<file path="src/hw/rtl/mfdf_pkg.sv">
package mfdf_pkg;

   localparam int ID_W    = 8;
   localparam int BYTE_W  = 8;
   localparam int WORD_W  = 4 * 8;
   localparam int LEN_W   = 7;
   localparam int MODE_W  = 2;

   localparam logic [LEN_W-1:0]  FRAME_BITS      = LEN_W'(4 * 8);
   localparam int                ID_LSB          = 3 * 8;
   localparam int                A_LSB           = 2 * 8;
   localparam int                B_LSB           = 1 * 8;

   localparam logic [MODE_W-1:0] LINK_MODE_RESET = 2'd3;
   localparam int                MODE_TX_BIT     = 0;
   localparam int                MODE_RX_BIT     = 1;

   localparam logic CMD_SEND    = 1'b0;
   localparam logic CMD_RECEIVE = 1'b1;

   localparam logic [1:0] STATUS_DELIVERED  = 2'd0;
   localparam logic [1:0] STATUS_NONE       = 2'd1;
   localparam logic [1:0] STATUS_BAD_LENGTH = 2'd2;

   typedef struct packed {
      logic              command;
      logic [ID_W-1:0]   msg_id;
      logic [BYTE_W-1:0] payload_a;
      logic [BYTE_W-1:0] payload_b;
      logic [BYTE_W-1:0] payload_c;
      logic [WORD_W-1:0] rx_word;
      logic [LEN_W-1:0]  rx_length;
   } req_type;

   typedef struct packed {
      logic [1:0]        status;
      logic              deliver_valid;
      logic [ID_W-1:0]   deliver_id;
      logic [BYTE_W-1:0] deliver_a;
      logic [BYTE_W-1:0] deliver_b;
      logic [BYTE_W-1:0] deliver_c;
      logic              tx_valid;
      logic [WORD_W-1:0] tx_word;
   } rsp_type;

   typedef struct packed {
      logic            en;
      logic [ID_W-1:0] id;
   } cache_wr_type;

endpackage

</file>
<file path="src/hw/rtl/mesh_flood_duplicate_filter.sv">
// Flooding-mesh node core with a duplicate-suppression cache of recent IDs.
// Input channel req_valid/req_ready/req_data carries one transaction: either a
// local send (msg_id and three bytes) or a received radio frame (rx_word with
// its decoded bit length). Result channel rsp_valid/rsp_ready/rsp_data returns
// exactly one transaction per input: receive status, the delivered message if
// any, and the frame to transmit if any (send or forward).
// csr_we/csr_wdata write link_mode: bit 0 enables transmit, bit 1 receive.
// Write it only while the block is idle.
// Pipeline: an accepted transaction passes the input register, then the result
// register, before it shows on rsp. Throughput: one transaction per cycle while
// rsp is not stalled; the ID match over all cache entries and the ring update
// are combinational between the input register and the result register.
// Reset: clears all cache valid marks, the ring pointer and both stages, and
// sets link_mode to 3.
// When the receiver stalls, the result register holds; the input register
// still takes one more transaction, then req_ready drops until rsp drains.
module mesh_flood_duplicate_filter #(
   parameter int CACHE_DEPTH = 16
) (
   input  logic              clock,
   input  logic              reset,
   input  logic              req_valid,
   output logic              req_ready,
   input  mfdf_pkg::req_type req_data,
   output logic              rsp_valid,
   input  logic              rsp_ready,
   output mfdf_pkg::rsp_type rsp_data,
   input  logic              csr_we,
   input  logic [1:0]        csr_wdata
);
   import mfdf_pkg::*;

   logic              in_valid_ff;
   req_type           in_data_ff;
   logic              out_valid_ff;
   rsp_type           out_data_ff;
   rsp_type           out_data_in;
   logic [MODE_W-1:0] link_mode_ff;
   logic              advance;
   logic              hit;
   logic [ID_W-1:0]   lookup_id;
   cache_wr_type      cache_wr;
   logic [ID_W-1:0]   rx_id;
   logic              do_tx;

   assign advance   = !out_valid_ff || rsp_ready;
   assign req_ready = !in_valid_ff || advance;
   assign rsp_valid = out_valid_ff;
   assign rsp_data  = out_data_ff;

   assign rx_id     = in_data_ff.rx_word[ID_LSB +: ID_W];
   assign lookup_id = (in_data_ff.command == CMD_SEND) ? in_data_ff.msg_id : rx_id;

   always_comb begin
      out_data_in = '0;
      do_tx       = 1'b0;
      if (in_data_ff.command == CMD_SEND) begin
         out_data_in.status = STATUS_NONE;
         if (link_mode_ff[MODE_TX_BIT]) begin
            do_tx = 1'b1;
            out_data_in.tx_word = {in_data_ff.msg_id, in_data_ff.payload_a,
                                   in_data_ff.payload_b, in_data_ff.payload_c};
         end
      end else if (!link_mode_ff[MODE_RX_BIT]) begin
         out_data_in.status = STATUS_NONE;
      end else if (in_data_ff.rx_length != FRAME_BITS) begin
         out_data_in.status = STATUS_BAD_LENGTH;
      end else if (hit) begin
         out_data_in.status = STATUS_NONE;
      end else begin
         out_data_in.status        = STATUS_DELIVERED;
         out_data_in.deliver_valid = 1'b1;
         out_data_in.deliver_id    = rx_id;
         out_data_in.deliver_a     = in_data_ff.rx_word[A_LSB +: BYTE_W];
         out_data_in.deliver_b     = in_data_ff.rx_word[B_LSB +: BYTE_W];
         out_data_in.deliver_c     = in_data_ff.rx_word[BYTE_W-1:0];
         if (link_mode_ff[MODE_TX_BIT]) begin
            do_tx = 1'b1;
            out_data_in.tx_word = in_data_ff.rx_word;
         end
      end
      out_data_in.tx_valid = do_tx;
   end

   assign cache_wr.en = in_valid_ff && advance && do_tx;
   assign cache_wr.id = lookup_id;

   mfdf_cache #(
      .DEPTH(CACHE_DEPTH)
   ) u_cache (
      .clock    (clock),
      .reset    (reset),
      .wr       (cache_wr),
      .lookup_id(lookup_id),
      .hit      (hit)
   );

   always_ff @(posedge clock) begin
      if (reset) begin
         in_valid_ff  <= 1'b0;
         out_valid_ff <= 1'b0;
         link_mode_ff <= LINK_MODE_RESET;
      end else begin
         if (req_ready) begin
            in_valid_ff <= req_valid;
         end
         if (advance) begin
            out_valid_ff <= in_valid_ff;
         end
         if (csr_we) begin
            link_mode_ff <= csr_wdata;
         end
      end
   end

   always_ff @(posedge clock) begin
      if (req_ready && req_valid) begin
         in_data_ff <= req_data;
      end
      if (advance && in_valid_ff) begin
         out_data_ff <= out_data_in;
      end
   end

`ifndef SYNTHESIS
   a_deliver_status: assert property (@(posedge clock) disable iff (reset)
      (rsp_valid && rsp_data.deliver_valid) |-> rsp_data.status == STATUS_DELIVERED)
      else $error("delivery without delivered status");

   a_forward_word: assert property (@(posedge clock) disable iff (reset)
      (rsp_valid && rsp_data.deliver_valid && rsp_data.tx_valid) |->
      rsp_data.tx_word == {rsp_data.deliver_id, rsp_data.deliver_a,
                           rsp_data.deliver_b, rsp_data.deliver_c})
      else $error("forwarded frame differs from delivered message");

   a_input_hold: assert property (@(posedge clock) disable iff (reset)
      (in_valid_ff && !advance) |=> in_valid_ff && $stable(in_data_ff))
      else $error("input stage lost a transaction during stall");

   a_cache_write_only_on_tx: assert property (@(posedge clock) disable iff (reset)
      cache_wr.en |-> (in_valid_ff && link_mode_ff[MODE_TX_BIT]))
      else $error("cache written without transmit");
`endif

endmodule

</file>
<file path="src/hw/rtl/mfdf_cache.sv">
module mfdf_cache #(
   parameter int DEPTH = 16
) (
   input  logic                  clock,
   input  logic                  reset,
   input  mfdf_pkg::cache_wr_type wr,
   input  logic [7:0]            lookup_id,
   output logic                  hit
);
   import mfdf_pkg::*;

   localparam int PTR_W = (DEPTH > 1) ? $clog2(DEPTH) : 1;
   localparam logic [PTR_W-1:0] LAST = PTR_W'(DEPTH - 1);

   logic [ID_W-1:0]  ids_ff [DEPTH];
   logic [DEPTH-1:0] valid_ff;
   logic [DEPTH-1:0] valid_in;
   logic [PTR_W-1:0] ptr_ff;
   logic [PTR_W-1:0] ptr_in;
   logic             write_fire;

   always_comb begin
      hit = 1'b0;
      for (int i = 0; i < DEPTH; i++) begin
         if (valid_ff[i] && ids_ff[i] == lookup_id) begin
            hit = 1'b1;
         end
      end
   end

   // skip recording an ID already held in the ring
   assign write_fire = wr.en && !hit;

   always_comb begin
      valid_in = valid_ff;
      ptr_in   = ptr_ff;
      if (write_fire) begin
         valid_in[ptr_ff] = 1'b1;
         ptr_in = (ptr_ff == LAST) ? '0 : ptr_ff + PTR_W'(1);
      end
   end

   always_ff @(posedge clock) begin
      if (reset) begin
         valid_ff <= '0;
         ptr_ff   <= '0;
      end else begin
         valid_ff <= valid_in;
         ptr_ff   <= ptr_in;
      end
   end

   always_ff @(posedge clock) begin
      if (write_fire) begin
         ids_ff[ptr_ff] <= wr.id;
      end
   end

endmodule

</file>
<file path="config.mk">
export PLATFORM = sky130hd
export DESIGN_NAME = mesh_flood_duplicate_filter
export DESIGN_NICKNAME = d
export VERILOG_FILES = /design/src/hw/rtl/mfdf_pkg.sv /design/src/hw/rtl/mesh_flood_duplicate_filter.sv /design/src/hw/rtl/mfdf_cache.sv
export SDC_FILE = /design/constraint.sdc
export NUM_CORES = 1
export LEC_CHECK = 0
export BUFFER_PORTS_ARGS = -buffer_cell sky130_fd_sc_hd__buf_2
export CAP_MARGIN = 20
export CORE_MARGIN = 10
export CORE_UTILIZATION = 52
export CTS_CLUSTER_DIAMETER = 100
export DETAILED_ROUTE_END_ITERATION = 8
export PLACE_DENSITY = 0.76
export REMOVE_ABC_BUFFERS = 1
export SLEW_MARGIN = 20
export SYNTH_ARGS = -nofsm -noshare
export SYNTH_HDL_FRONTEND = slang
export SYNTH_HIERARCHICAL = 1
export SYNTH_SLANG_ARGS = --single-unit
export TNS_END_PERCENT = 5
</file>
<file path="constraint.sdc">
create_clock -name clock -period 5.5 [get_ports clock]
set_clock_uncertainty 0.15 [all_clocks]
set_input_delay 0.825 -clock clock [delete_from_list [all_inputs] [get_ports clock]]
set_output_delay 0.825 -clock clock [all_outputs]
set_load 0.02 [all_outputs]
</file>
==> results.cfg <==
[route]
ant_nets = 0
drt_iter0_drc = 456
via_per_inst = 5.54
drc = 0
wl_per_cell_um = 21.1
num_vias = 6613
totalWireLength_um = 25100
drtPass1Iterations = 5

[yosys]
synth-xor-area-share_pct = 9.57
synthMuxAreaShare_pct = 0.181
synth_top_cell_by_area = edfxtp_1
avgSynthCellArea_sq_um = 15.9
ys_types = 48
netlist.area_leader.share_pct = 68.7
ys_ff_latch = 292
yosysWarnings = 6
synth_fa_ha_area_share_pct = 0.427
synth_top_family_by_area = simple AND/OR/NAND/NOR gates
synth_compound_area_share_pct = 4.25
synthArstFlopShare_pct = 0
yosys-top-cells-count = 268 x edfxtp_1, 98 x xor2_1, 34 x and3_1, 34 x nand2_1, 30 x xnor2_1
synthSimpleGateAreaFrac_pct = 9.67
ys_top_cells_by_area = edfxtp_1 69%, xor2_1 7.3%, dfxtp_1 4.1%
netlist_area_sq_um = 11700
ys_seq_area_share_pct = 72.8
synth_ff_type = edfxtp_1
synth_edf_count = 268
yosysMostFrequentCell = edfxtp_1
syn_inst = 738

[timing]
final_hold_viol_count = 0
tightest_slew_ns = 0.901
finalMaxSlewViolations = 0
slew-limit-headroom_pct = 39.9
min_period_over_period_pct = 89.5
fmax_mhz = 203
setup_viol = 0
setup_ws_ns = 0.579
min_period_ns = 4.92
setup_tns_ns = 0
rsz0062_at_grt = no

[pwr]
pwr_density_cell_nw_per_um2 = 342
peakVddDrop_v = 0.000296
p_leak_uw = 0.00496

[floorplan]
coreArea_sq_um = 22000
initial_core_util_pct = 53.2
die_area_sq_um = 28900
ios = 149
row_count = 54
die_y_um = 170
die_w_um = 170

[layout]
fin_cells = 1194
area_growth_pct = 15.9
final_nets = 972
fin_util_pct = 61.7
fillers = 1609
layout-drive-gt1-share_pct = 25.4

[setup_path]
crit_path_cell_trace = nor2b_1 > a21o_1 > buf_4 > buf_4 > xor2_1 > nor4_1 > a31oi_1 > nand4_1 > or2_2 > and3b_1 > a31oi_1 > nor2b_1 > inv_1 > nor3_4 > buf_12 > and3_1
cp-start-kind = flop
critPathTopFamily = simple AND/OR/NAND/NOR gates
cp-end-kind = flop
required_ns = 5.55
cp_num_buf_inv = 4
critPathKind = flop to flop
cp_slowest_cell = edfxtp_1
arrival_ns = 4.98
reg2reg_slack_ns = 0.58
crit_fanout = 28
crit_path_max_incr_delay_ns = 0.65

[run]
maxCapViolations = 0

[clocking]
clock_path_buffers = 3
post_cts_buffers = 0
cts_max_level = 1
clk_root_buffer_cell = clkbuf_16
clkSinkCount = 292
clk_pin_slew_ns = 0.06
clkLatencyLatePin_ns = 0.54
cts_hold_buf = 0
cts-resized-gates = 0
cts_tree = yes
cts_buffers = 28

[place]
post-place-ws_ns = 0.720
portBuffers = 148
place_hpwl_um = 15900
placedCellCount = 1139
globalplace.congestion = 0.775

[global_route]
grt_overflow = 0
grtUsageTotal_pct = 17.2
grt_first_pass_wirelength_um = 38700
antenna_found_initial = 3
grt_pass1_vias = 6803
grt_max_degree = 70

[worst_hold_path]
hp-class = primary input to flop

[status]
status = finished clean
metrics by stage:
step | hold slack (ns) | power, uW | cell area (sq um)
after global placement | 0.303 | 2910 | 12700
final | 0.312 | 4650 | 13600
after global routing | 0.292 | 4800 | 13600
after CTS | 0.291 | 4690 | 13600
after detailed placement | 0.309 | 2920 | 12700
after floorplan | 0.292 | 2760 | 11400
power breakdown:
| part | internal [uW] | switching [uW] |
|---|---|---|
| Combinational | 118 | 220 |
| Clock | 996 | 785 |
| Sequential | 2500 | 26.5 |
worst paths after layout:
| path | start | endpoint | cells past startpoint |
|---|---|---|---|
| worst min-delay path | req_data[17] | in_data_ff[17] | 1 |
| worst min register to register | u_cache/valid_ff[9] | u_cache/valid_ff[9] | 1 |
| worst max register to register | in_data_ff[71] | u_cache/ids_ff[1][4] | 16 |
| worst max-delay path | in_data_ff[71] | u_cache/ids_ff[1][4] | 16 |
metal layers:
metal	GRT usage [%]	wire, um	vias up
met2	28.6	12200	254
li1	-	-	3065
met5	0	0	-
met3	5.69	2510	50
met4	7.28	830	0
met1	20.2	9600	3244
kinds of logic (layout without fill, tap and decap cells):
kind of cell,Yosys count,after routing
AO/OA/AOI/OAI,70,70
XOR/XNOR,128,128
adder cells (fa/ha/maj),4,4
buffers and inverters,49,222
flip-flops,292,292
multiplexers,2,2
other,0,3
AND/OR/NAND/NOR,193,193
layout make-up:
cell class / instances / area [sq um] / area share (%)
flip-flops and latches: 292 / 8530 / 62.8
multi-input cells: 397 / 2850 / 20.9
repair buffers: 164 / 961 / 7.07
clock buffers: 36 / 772 / 5.68
well taps: 280 / 350 / 2.58
clock inverters: 16 / 98.8 / 0.728
inverters: 6 / 22.5 / 0.166
diodes: 3 / 7.51 / 0.0553
state kept, by name (all words and copies together) (netlist names):
register,flops
u_cache/ids_ff,128
in_data_ff,72
rsp_data,68
u_cache/valid_ff,16
u_cache/ptr_ff,4
link_mode_ff,2
in_valid_ff,1
rsp_valid,1
placed cells by master, fill, tap and decap left out, types with 24 or more instances in the layout:
cell type,n
edfxtp_1,268
nand2_1,34
nand3_1,28
xnor2_1,30
clkbuf_16,29
dfxtp_1,24
xor2_1,98
buf_2,148
and3_1,34
Note: power is estimated with default switching activity, not from simulation.
